### src/hdl/stable_sorted_priority_queue_defines.svh
// ----------------------------------------------------------------------------
// Stable sorted priority queue assertion macros
// Concurrent assertion wrappers; they compile to nothing under synthesis.
// ----------------------------------------------------------------------------
`ifndef STABLE_SORTED_PRIORITY_QUEUE_DEFINES_SVH
`define STABLE_SORTED_PRIORITY_QUEUE_DEFINES_SVH

`ifndef SYNTHESIS
// Checked at every rising edge outside reset.
`define SSPQ_ASSERT(lbl, prop, msg) \
  lbl: assert property (@(posedge clk) disable iff (rst) prop) else $error(msg);
// Checked at every rising edge, reset included.
`define SSPQ_ASSERT_ALWAYS(lbl, prop, msg) \
  lbl: assert property (@(posedge clk) prop) else $error(msg);
`else
`define SSPQ_ASSERT(lbl, prop, msg)
`define SSPQ_ASSERT_ALWAYS(lbl, prop, msg)
`endif

`endif

### src/hdl/sspq_pkg.sv
// ----------------------------------------------------------------------------
// Stable sorted priority queue package
// Sizes, request and status codes, and the types shared by the cell row.
// ----------------------------------------------------------------------------
package sspq_pkg;

  localparam int QUEUE_DEPTH    = 64;
  localparam int TASK_ID_BITS   = 16;
  localparam int KEY_BITS       = 64;
  localparam int COUNT_BITS     = 7;
  localparam int CFG_IDX_BITS   = 1;
  localparam int CFG_DATA_BITS  = 7;
  localparam int IN_TDATA_BITS  = 88;
  localparam int OUT_TDATA_BITS = 48;

  localparam logic [KEY_BITS-1:0] FIFO_KEY = '1;

  // The last code is not a request; it is refused as invalid.
  typedef enum logic [1:0] {
    MODE_INSERT = 2'd0,
    MODE_POP    = 2'd1,
    MODE_REMOVE = 2'd2,
    MODE_UNUSED = 2'd3
  } mode_t;

  typedef enum logic [2:0] {
    ST_OK        = 3'd0,
    ST_FULL      = 3'd1,
    ST_INVALID   = 3'd2,
    ST_EMPTY     = 3'd3,
    ST_NOT_FOUND = 3'd4
  } status_t;

  typedef enum logic [CFG_IDX_BITS-1:0] {
    CFG_FIFO_MODE = 1'b0,
    CFG_CAPACITY  = 1'b1
  } cfg_idx_t;

  // One queue entry.
  typedef struct packed {
    logic [KEY_BITS-1:0]     key;
    logic [TASK_ID_BITS-1:0] task_id;
  } entry_t;

  // Broadcast from the control to every cell.
  typedef struct packed {
    logic                    ins;
    logic                    del;
    logic [KEY_BITS-1:0]     new_key;
    logic [TASK_ID_BITS-1:0] new_task;
  } cell_ctrl_t;

endpackage

### src/hdl/sspq_cell.sv
// ----------------------------------------------------------------------------
// Stable sorted priority queue cell
// Holds one entry; on insert it keeps, takes the new entry or takes its left
// neighbor's; on delete it takes its right neighbor's entry.
// ----------------------------------------------------------------------------
module sspq_cell
  import sspq_pkg::*;
(
  input  logic       clk,
  input  cell_ctrl_t ctrl,
  input  logic       valid,
  input  logic       left_le,
  input  logic       shift,
  input  entry_t     left_entry,
  input  entry_t     right_entry,
  output entry_t     entry,
  output entry_t     entry_next,
  output logic       le,
  output logic       match
);

  // Compare flags seen by the neighbor and the control.
  assign le    = valid && (entry.key <= ctrl.new_key);
  assign match = valid && (entry.task_id == ctrl.new_task);

  // Insert goes after every key less than or equal, so ties keep arrival order.
  always_comb begin
    entry_next = entry;
    if (ctrl.ins && !le) begin
      if (left_le) begin
        entry_next.key     = ctrl.new_key;
        entry_next.task_id = ctrl.new_task;
      end else begin
        entry_next = left_entry;
      end
    end else if (ctrl.del && shift) begin
      entry_next = right_entry;
    end
  end

  always_ff @(posedge clk) begin
    entry <= entry_next;
  end

endmodule

### config.mk
export PLATFORM = sky130hd
export DESIGN_NAME = sspq_cell
export DESIGN_NICKNAME = d
export VERILOG_FILES = /design/src/hdl/stable_sorted_priority_queue_defines.svh /design/src/hdl/sspq_pkg.sv /design/src/hdl/sspq_cell.sv
export SDC_FILE = /design/constraint.sdc
export NUM_CORES = 1
export LEC_CHECK = 0
export BUFFER_PORTS_ARGS = -buffer_cell sky130_fd_sc_hd__buf_2
export CAP_MARGIN = 20
export CORE_AREA = 2 2 157 159
export CTS_BUF_LIST = sky130_fd_sc_hd__clkbuf_8
export DETAILED_ROUTE_END_ITERATION = 8
export DIE_AREA = 0 0 159 161
export MAX_ROUTING_LAYER = met4
export SYNTH_ARGS = -nofsm -noshare
export SYNTH_HDL_FRONTEND = slang
export SYNTH_SLANG_ARGS = --single-unit
### constraint.sdc
create_clock -name clk -period 3.5 [get_ports clk]
set_input_delay 0.175 -clock clk [delete_from_list [all_inputs] [get_ports clk]]
set_output_delay 0.175 -clock clk [all_outputs]
set_load 0.005 [all_outputs]
==> results of run 1 <==
-- what timing repair did --
action | in CTS | in global routing
setup buffers | 2 | 7
pin swaps | 2 | 6
gates resized for setup | 14 | 70
cloned | 2 | 9
endpoints found under the setup margin | 80 | 80
-- metal layers --
| metal | part of all wire (%) | vias up | global-route usage, % |
|---|---|---|---|
| li1 | - | 3014 | - |
| met1 | 43 | 2849 | 20.9 |
| met2 | 50 | 248 | 31.5 |
| met3 | 5.3 | 28 | 3.24 |
| met4 | 2.1 | 0 | 4.83 |
| met5 | 0 | - | - |
-- synthesized netlist by cell type --
cell type,count
a211o_1,1
a211oi_1,3
a211oi_2,1
a21boi_0,2
a21o_1,4
a21o_2,1
a21oi_1,25
a221o_1,1
a221oi_1,1
a22oi_1,1
and2_1,1
and3_1,1
and3_2,1
and3_4,1
buf_12,8
buf_6,1
clkbuf_1,17
dfxtp_1,80
ha_1,64
inv_1,65
mux2i_1,240
nand2_1,11
nand3_1,10
nand4_1,16
nand4_2,1
nand4_4,2
nor2_1,6
nor2b_1,1
nor3_1,2
nor4_1,3
nor4_4,2
o2111ai_1,1
o211ai_1,1
o21ai_0,4
o311ai_0,3
xnor2_1,12
xor2_1,4
-- worst min-delay path, stage by stage --
cell and delay (ns):
buf_2 0.07, mux2i_1 0.06, mux2i_1 0.14
-- power groups by stage --
stage               clock network [mW]  registers [mW]  logic (mW)
detailed placement                   0            1.36        1.76
finish                           0.706            1.37        2.08
floorplan                            0            1.33       0.947
global placement                     0            1.36        1.75
global route                     0.774            1.39        2.27
CTS                              0.744            1.35        1.85
-- worst min path at each step --
stage | end | slack (ns) | cells past startpoint
6_report | entry[23] | 0.11 | 3
5_1_grt | entry[21] | 0.10 | 3
4_1_cts | entry[21] | 0.08 | 3
3_5_place_dp | entry[54] | 0.50 | 3
3_3_place_gp | entry[23] | 0.50 | 3
2_1_floorplan | match | 0.43 | 2
-- per-stage QoR --
step                      instances  cell area [um2]  power (mW)  hold slack [ns]  setup WS [ns]
after detailed placement       1309             8430        3.12            0.495         0.0507
final                          1345             9410        4.15            0.108          0.103
after CTS                      1328             8800        3.94           0.0813        0.00954
after global routing           1345             9410        4.44            0.103        -0.0397
after floorplan                 598             6110        2.28            0.428          0.957
after global placement         1309             8430        3.11            0.497          0.156
-- kinds of logic after synthesis --
family                   Yosys count  synth area share, %
multiplexers                     240                 39.3
adder cells (fa/ha/maj)           64                 13.1
buffers and inverters             91                 7.84
XOR/XNOR                          16                 2.29
AO/OA/AOI/OAI                     49                 5.10
flip-flops                        80                 26.2
AND/OR/NAND/NOR                   58                 6.18
-- final cells by class --
cell class / count / area, um2 / share of cell area, %
Antenna cell: 1 / 2.50 / 0.0266
Clock buffer: 9 / 124 / 1.32
Clock inverter: 6 / 62.6 / 0.665
Inverter: 65 / 244 / 2.59
Multi-Input combinational cell: 427 / 4460 / 47.4
Sequential cell: 80 / 1620 / 17.2
Tap cell: 324 / 405 / 4.31
Timing Repair Buffer: 433 / 2490 / 26.5
==> results.py, run 1 <==
metrics = {
    "critical_path": {
        "crit_top_cell": "buf_6",
        "cp-startpoint": "entry[74]",
        "endpoint_kind": "primary output",
        "crit_end": "entry_next[22]",
        "crit_buf_inv": 5,
        "cp.required_ns": 3.32,
        "slowest_delay_ns": 0.35,
        "reg2reg_from": "entry[74]",
        "setup.worst_path.class": "flip-flop to primary output",
        "crit_family": "buffers and inverters",
        "timing.reg2reg.worst_path_depth": 13,
        "crit_chain": "ha_4 > nand4_4 > nor4_4 > buf_6 > and2_4 > and3_4 > a221oi_2 > a211oi_4 > buf_6 > buf_12 > clkbuf_16 > mux2i_4 > buf_2",
        "worstSetupPathDepth": 13,
        "r2r-end": "entry[19]",
        "cp_max_fo": 8,
        "cp_slowest_cell": "dfxtp_2",
        "r2r_slack_ns": 0.62,
        "worst_ep_arrival_time_ns": 3.22,
        "startpoint_type": "flip-flop",
    },
    "cts": {
        "htreeDepth": 3,
        "cts_root_buffer": "clkbuf_8",
        "cts_buffer_depth": 2,
        "postCtsHoldBufs": 0,
        "clk_latency_ns": 0.38,
        "clock_sinks": 80,
        "cts_buffers": 9,
        "clk_pin_slew_ns": 0.10,
        "cts_tree": "done",
    },
    "place": {
        "hpwlAfterDp_um": 18100,
        "gp_congestion": 0.923,
        "portBuffers": 407,
    },
    "timing": {
        "skew_ns": 0.0150,
        "setup_tns_ns": 0,
        "finalHoldViolations": 0,
        "max_slew_margin_pct": 63.6,
        "setup_viol": 0,
        "fmax_ghz": 0.294,
        "slew_viol_final": 0,
        "rsz0062_at_grt": "yes",
        "worst_slew_pin_slew_ns": 0.546,
        "min_period_ns": 3.40,
        "post-route-period-util_pct": 97.1,
    },
    "route": {
        "totalWireLength_um": 25000,
        "drt_iter0_drc": 218,
        "wl_per_cell_um": 18.6,
        "drc": 0,
        "num_vias": 6139,
        "first_pass_iters": 4,
        "drt.antenna.violating_nets": 0,
        "vias_per_cell": 4.56,
    },
    "synthesis": {
        "ys_types": 37,
        "yosysTopAreaCell": "mux2i_1",
        "avgSynthCellArea_um2": 10.2,
        "yosysSeqAreaShare_pct": 26.2,
        "yosysTopAreaCellShare_pct": 39.3,
        "syn_area_um2": 6110,
        "synthCells": 598,
        "syn_nets": 908,
        "netlist_top_cells_area": "mux2i_1, dfxtp_1, ha_1, inv_1, buf_12",
        "ys_warn_count": 0,
        "synth_seq_cells": 80,
    },
    "layout": {
        "final_cell_mix": "buf_2, mux2i_1, dfxtp_1",
        "reg_top3": "entry: 80 flops",
        "fin_nets": 1326,
        "largest-register": "entry",
        "drive_above_1_share_pct": 50.8,
        "layout_commonest_cell": "buf_2",
        "largest_reg_flops": 80,
        "fill_cells": 2485,
        "fin_util_pct": 39.3,
        "syn2layout_area_growth_pct": 53.9,
    },
    "power_and_ir_drop": {
        "combinationalPowerShare_pct": 50.1,
        "p_clk_share_pct": 17.0,
        "p_seq_share_pct": 32.9,
        "p_int_mw": 2.54,
        "leakage_nw": 5.20,
        "p_sw_mw": 1.61,
        "sw_frac_of_total_pct": 38.8,
        "ir_worst_vdd_uv": 208,
        "power_density_nw_per_um2": 442,
    },
    "grt": {
        "grt_start_max_net_pins": 40,
        "grt_pass1_wl_um": 34400,
        "grt_pass1_vias": 6159,
        "grt_antenna_before_repair": 1,
        "overflow": 0,
        "grtUsageTotal_pct": 17.9,
    },
    "die": {
        "die_h_um": 161,
        "row_count": 57,
        "initial_core_util_pct": 25.5,
        "ios": 408,
        "dieArea_um2": 25600,
        "core_um2": 24000,
        "die_x_um": 159,
    },
    "job": {
        "cap_viol_max_count": 0,
    },
    "hold_path": {
        "hp-class": "input pin to flip-flop",
        "hp-start": "right_entry[23]",
    },
    "status": {
        "run_status": "complete, no violations",
    },
}
Note: power is estimated with default switching activity, not from simulation.
==> run 2, diff against run 1 <==
--- a/config.mk
+++ b/config.mk
@@ -7,11 +7,15 @@
 export LEC_CHECK = 0
 export BUFFER_PORTS_ARGS = -buffer_cell sky130_fd_sc_hd__buf_2
 export CAP_MARGIN = 20
+export CELL_PAD_IN_SITES_DETAIL_PLACEMENT = 1
+export CELL_PAD_IN_SITES_GLOBAL_PLACEMENT = 1
 export CORE_AREA = 2 2 157 159
 export CTS_BUF_LIST = sky130_fd_sc_hd__clkbuf_8
 export DETAILED_ROUTE_END_ITERATION = 8
 export DIE_AREA = 0 0 159 161
 export MAX_ROUTING_LAYER = met4
+export PLACE_DENSITY_LB_ADDON = 0.1
+export RECOVER_POWER = 25
 export SYNTH_ARGS = -nofsm -noshare
 export SYNTH_HDL_FRONTEND = slang
 export SYNTH_SLANG_ARGS = --single-unit
==> run 2 against run 1 <==
Net effect:
- final cell count is essentially flat
- first-iteration DRC count fell by 29%
- largest power group unchanged
- sequential share of layout area shrank 0.052 points
- worst hold slack gained 0.011 ns
- largest cell class unchanged
- global-route usage is 1.4 points higher
- via count shrank 0.34%
==> results.py, run 2 (same netlist as run 1, synthesis figures left out) <==
metrics = {
    "layout": {
        "fill_cells": 2939,
        "fin_util_pct": 39.1,
        "fin_nets": 1327,
        "multi_input_area_um2": 4470,
        "largest-register": "entry",
        "final_cell_mix": "buf_2, mux2i_1, dfxtp_1",
        "seqCellArea_um2": 1610,
        "layout_commonest_cell": "buf_2",
        "reg_top3": "entry: 80 flops",
        "largest_reg_flops": 80,
        "syn2layout_area_growth_pct": 53.4,
        "drive_above_1_share_pct": 50.1,
    },
    "route": {
        "routedLengthMet1_um": 10800,
        "wl_met2_um": 12600,
        "top_layer": "met4",
        "first_pass_iters": 5,
        "drc": 0,
        "totalWireLength_um": 25200,
        "drt.antenna.violating_nets": 0,
        "wl_per_cell_um": 18.7,
        "num_vias": 6118,
        "vias_per_cell": 4.55,
        "wl_met3_um": 1460,
        "drt_iter0_drc": 154,
    },
    "cts": {
        "cts_buffer_depth": 2,
        "clk_latency_ns": 0.37,
        "cts_tree": "done",
        "cts_root_buffer": "clkbuf_8",
        "postCtsHoldBufs": 0,
        "clk_pin_slew_ns": 0.10,
        "clock_sinks": 80,
        "cts_buffers": 9,
        "htreeDepth": 3,
    },
    "die": {
        "die_x_um": 159,
        "initial_core_util_pct": 25.5,
        "die_h_um": 161,
        "dieArea_um2": 25600,
        "core_um2": 24000,
        "ios": 408,
        "row_count": 57,
    },
    "grt": {
        "grt_start_max_net_pins": 52,
        "grt_antenna_before_repair": 1,
        "grtUsageTotal_pct": 19.3,
        "overflow": 0,
        "grt_pass1_wl_um": 37500,
        "grt_pass1_vias": 6557,
    },
    "timing": {
        "max_slew_margin_pct": 67.7,
        "finalHoldViolations": 0,
        "post-route-period-util_pct": 95.8,
        "slew_viol_final": 0,
        "rsz0062_at_grt": "yes",
        "worst_slew_pin_slew_ns": 0.484,
        "setup_tns_ns": 0,
        "min_period_ns": 3.35,
        "skew_ns": 0.0142,
        "setup_viol": 0,
        "whs_ns": 0.119,
        "fmax_ghz": 0.298,
    },
    "status": {
        "run_status": "complete, no violations",
    },
    "critical_path": {
        "setup.worst_path.class": "flip-flop to primary output",
        "startpoint_type": "flip-flop",
        "endpoint_kind": "primary output",
        "cp.required_ns": 3.32,
        "cp_max_fo": 8,
        "worst_ep_arrival_time_ns": 3.18,
    },
    "power_and_ir_drop": {
        "power_density_nw_per_um2": 441,
        "finalPower_mw": 4.14,
        "leakage_nw": 5.18,
        "ir_worst_vdd_uv": 204,
    },
    "place": {
        "portBuffers": 407,
        "gp_congestion": 0.807,
        "hpwlAfterDp_um": 20100,
    },
    "job": {
        "cap_viol_max_count": 0,
    },
    "hold_path": {
        "hp-class": "input pin to flip-flop",
    },
}
run 2: report_power, final:
part / switching, mW / total, mW / internal [mW]
Clock: 0.392 / 0.737 / 0.345
Combinational: 0.975 / 2.04 / 1.07
Sequential: 0.222 / 1.36 / 1.14
Total: 1.59 / 4.14 / 2.55
run 2: per-stage QoR:
stage	setup slack, ns	instance area (um2)	std cells
5_1_grt	-0.0275	9380	1346
2_1_floorplan	0.957	6110	598
4_1_cts	-0.00211	8780	1335
3_3_place_gp	0.375	8490	1313
6_report	0.147	9380	1346
3_5_place_dp	0.281	8490	1313
run 2: layout make-up:
| type | count | share of cell area [%] |
|---|---|---|
| Clock buffer | 10 | 1.47 |
| Sequential cell | 80 | 17.2 |
| Tap cell | 324 | 4.32 |
| Timing Repair Buffer | 434 | 26.2 |
| Clock inverter | 5 | 0.614 |
| Antenna cell | 1 | 0.0267 |
| Multi-Input combinational cell | 427 | 47.7 |
| Inverter | 65 | 2.60 |
run 2: routing by layer:
metal / up-vias / global-route usage (%)
met5: - / -
li1: 3004 / -
met1: 2855 / 22.2
met4: 0 / 4.75
met2: 238 / 34.1
met3: 21 / 4.21
run 2: critical path, cell delays in order (launching register included):
cell and delay (ns):
dfxtp_2 0.35, ha_4 0.28, nand4_4 0.13, nor4_4 0.40, and2_4 0.21, and3_4 0.18
a221oi_2 0.08, a211oi_4 0.34, buf_6 0.20, clkbuf_16 0.21, mux2i_4 0.26, buf_2 0.15
run 2: final timing paths:
kind	from	endpoint	slack (ns)	cells past startpoint
setup / recovery	entry[75]	entry_next[72]	0.15	11
hold reg to reg	entry[6]	entry[6]	0.61	2
hold / removal	right_entry[26]	entry[26]	0.12	3
setup reg to reg	entry[75]	entry[36]	0.66	12
run 2: repair_timing:
item | in CTS | in global routing
pin swaps | 3 | 6
buffers inserted | 6 | 6
resized for setup | 4 | 78
endpoints found under the hold margin | 0 | 0
cloned | 1 | 5
setup endpoints to repair | 77 | 80
==> run 3, diff against run 2 <==
--- a/config.mk
+++ b/config.mk
@@ -16,6 +16,7 @@
 export MAX_ROUTING_LAYER = met4
 export PLACE_DENSITY_LB_ADDON = 0.1
 export RECOVER_POWER = 25
+export SETUP_SLACK_MARGIN = 0.2
 export SYNTH_ARGS = -nofsm -noshare
 export SYNTH_HDL_FRONTEND = slang
 export SYNTH_SLANG_ARGS = --single-unit
==> constraint.sdc (replaced) <==
create_clock -name clk -period 3.1 [get_ports clk]
set_input_delay 0.155 -clock clk [delete_from_list [all_inputs] [get_ports clk]]
set_output_delay 0.155 -clock clk [all_outputs]
set_load 0.005 [all_outputs]
==> run 3 against run 2 <==
Net effect:
- the flow now finishes with violations (negative setup slack)
- sequential cell count unchanged
- worst hold slack got worse by 0.025 ns
- clock skew increased by 0.0030 ns
- register-to-register slack got worse by 0.57 ns
- first-iteration DRC count decreased by 4.5%
- design area increased by 7.3%
- largest cell class unchanged
- critical path depth increased by 3
- clock-buffer cell count unchanged
- combinational power increased by 29%
- non-clock buffer count increased by 34
- core utilization increased by 2.8 points
==> results.py, run 3 (same netlist as run 1, synthesis figures left out) <==
metrics = {
    "status": {
        "run_status": "finished, violations left",
        "violations": "negative setup slack",
    },
    "grt": {
        "grt_antenna_before_repair": 1,
        "overflow": 0,
        "grt_pass1_vias": 6860,
        "grt_start_max_net_pins": 37,
        "grtUsageTotal_pct": 19.9,
        "grt_pass1_wl_um": 38500,
    },
    "power_and_ir_drop": {
        "sw_frac_of_total_pct": 37.7,
        "p_seq_share_pct": 30.3,
        "p_sw_mw": 1.92,
        "leakage_nw": 5.33,
        "power_density_nw_per_um2": 508,
        "ir_worst_vdd_uv": 226,
        "combinationalPowerShare_pct": 51.6,
        "p_int_mw": 3.18,
        "p_clk_share_pct": 18.1,
    },
    "critical_path": {
        "endpoint_kind": "primary output",
        "cp.required_ns": 2.94,
        "crit_top_cell": "buf_12",
        "reg2reg_from": "entry[75]",
        "crit_family": "buffers and inverters",
        "timing.reg2reg.worst_path_depth": 17,
        "slowest_delay_ns": 0.35,
        "crit_buf_inv": 6,
        "worst_ep_arrival_time_ns": 3.17,
        "cp_max_fo": 7,
        "cp_slowest_cell": "dfxtp_2",
        "cp-startpoint": "entry[75]",
        "crit_chain": "ha_4 > nand4_4 > nor4_4 > buf_4 > and2_4 > and3_4 > a221oi_2 > a211oi_4 > buf_12 > buf_12 > buf_12 > buf_12 > mux2i_4 > buf_2",
        "worstSetupPathDepth": 14,
        "startpoint_type": "flip-flop",
        "setup.worst_path.class": "flip-flop to primary output",
    },
    "route": {
        "wl_per_cell_um": 18.9,
        "drc": 0,
        "num_vias": 6329,
        "totalWireLength_um": 26100,
        "first_pass_iters": 4,
        "vias_per_cell": 4.58,
        "drt_iter0_drc": 147,
        "drt.antenna.violating_nets": 0,
    },
    "timing": {
        "post-route-period-util_pct": 107,
        "whs_ns": 0.0934,
        "skew_ns": 0.0171,
        "finalHoldViolations": 0,
        "fmax_ghz": 0.301,
        "rsz0062_at_grt": "yes",
        "setup_viol": 79,
        "worst_slack_ns": -0.222,
        "max_slew_margin_pct": 52.9,
        "min_period_ns": 3.32,
        "setup_tns_ns": -11.90,
        "slew_viol_final": 0,
        "worst_slew_pin_slew_ns": 0.706,
    },
    "place": {
        "portBuffers": 407,
        "dpl_cell_area_um2": 8610,
        "dpl.cell_count": 1322,
        "gp_congestion": 0.791,
        "hpwlAfterDp_um": 20400,
    },
    "die": {
        "core_um2": 24000,
        "die_h_um": 161,
        "initial_core_util_pct": 25.5,
        "die_x_um": 159,
        "row_count": 57,
        "ios": 408,
        "dieArea_um2": 25600,
    },
    "layout": {
        "reg_top3": "entry: 80 flops",
        "fin_nets": 1361,
        "largest_reg_flops": 80,
        "final_cell_mix": "buf_2, mux2i_1, dfxtp_1",
        "layout_commonest_cell": "buf_2",
        "syn2layout_area_growth_pct": 64.5,
        "fin_area_um2": 10100,
        "drive_above_1_share_pct": 54.3,
        "largest-register": "entry",
        "instances_no_fill": 1381,
    },
    "cts": {
        "clk_pin_slew_ns": 0.10,
        "clk_latency_ns": 0.38,
        "cts_root_buffer": "clkbuf_8",
        "cts_tree": "done",
        "cts_buffer_depth": 2,
        "postCtsHoldBufs": 0,
        "htreeDepth": 3,
        "clock_sinks": 80,
        "cts_buffers": 9,
    },
    "hold_path": {
        "min_path_cells": 3,
        "hp-start": "right_entry[27]",
        "hp-class": "input pin to flip-flop",
    },
    "job": {
        "cap_viol_max_count": 0,
    },
}
[run 3: cell count changes in the layout (fill, tap and decap cells not counted), sizes merged]
cell,before,now
buf,426,448
bufinv,1,2
clkbuf,18,30
clkinvlp,3,2
inv,65,66
[run 3: path summary, 6_finish.rpt]
check	end	slack (ns)
max	entry_next[58]	-0.22
min	entry[27]	0.09
max reg2reg	entry[62]	0.09
min reg2reg	entry[16]	0.61
[run 3: what timing repair did]
item / CTS / global route
endpoints found under the setup margin: 125 / 91
gates resized for setup: 55 / 97
pin swaps: 8 / 10
buffers inserted: 29 / 9
gates cloned: 3 / 1
[run 3: layout make-up]
class,instances,area [um2]
inverters,65,244
well taps,324,405
multi-input cells,427,4820
clock inverters,6,83.8
flip-flops and latches,80,1620
clock buffers,10,138
repair buffers,468,2740
diodes,1,2.50
fillers,2893,13900
[run 3: power groups by stage]
stage / Combinational (mW) / Clock [mW] / Sequential (mW)
2_1_floorplan: 1.07 / 0 / 1.51
3_3_place_gp: 2.06 / 0 / 1.54
3_5_place_dp: 2.05 / 0 / 1.54
4_1_cts: 2.36 / 0.978 / 1.54
5_1_grt: 2.88 / 1.01 / 1.59
6_report: 2.63 / 0.926 / 1.55
[run 3: per-layer routing]
| metal | part of all wire, % | global-route usage (%) | vias up | wire, um |
|---|---|---|---|---|
| met1 | 40 | 22.2 | 2976 | 10600 |
| met3 | 5.0 | 3.98 | 26 | 1310 |
| met5 | 0 | - | - | 0 |
| met2 | 53 | 36.2 | 238 | 13800 |
| li1 | - | - | 3089 | - |
| met4 | 1.8 | 5.21 | 0 | 465 |
[run 3: worst reg2reg max path, delay by kind of cell, from the launching register on]
kind,cells,cell delay (ns)
AO/OA/AOI/OAI,4,0.85
buffers and inverters,9,1.14
adder cells (fa/ha/maj),1,0.25
multiplexers,1,0.18
AND/OR/NAND/NOR,2,0.15
flip-flops,1,0.35
[run 3: stage by stage]
stage / total power [mW] / util [%] / setup WS (ns)
2_1_floorplan: 2.57 / - / 0.577
3_3_place_gp: 3.60 / 35.9 / 0.0239
3_5_place_dp: 3.60 / 35.9 / -0.0535
4_1_cts: 4.88 / 39.4 / -0.270
5_1_grt: 5.48 / 42.0 / -0.368
6_report: 5.11 / 42.0 / -0.222
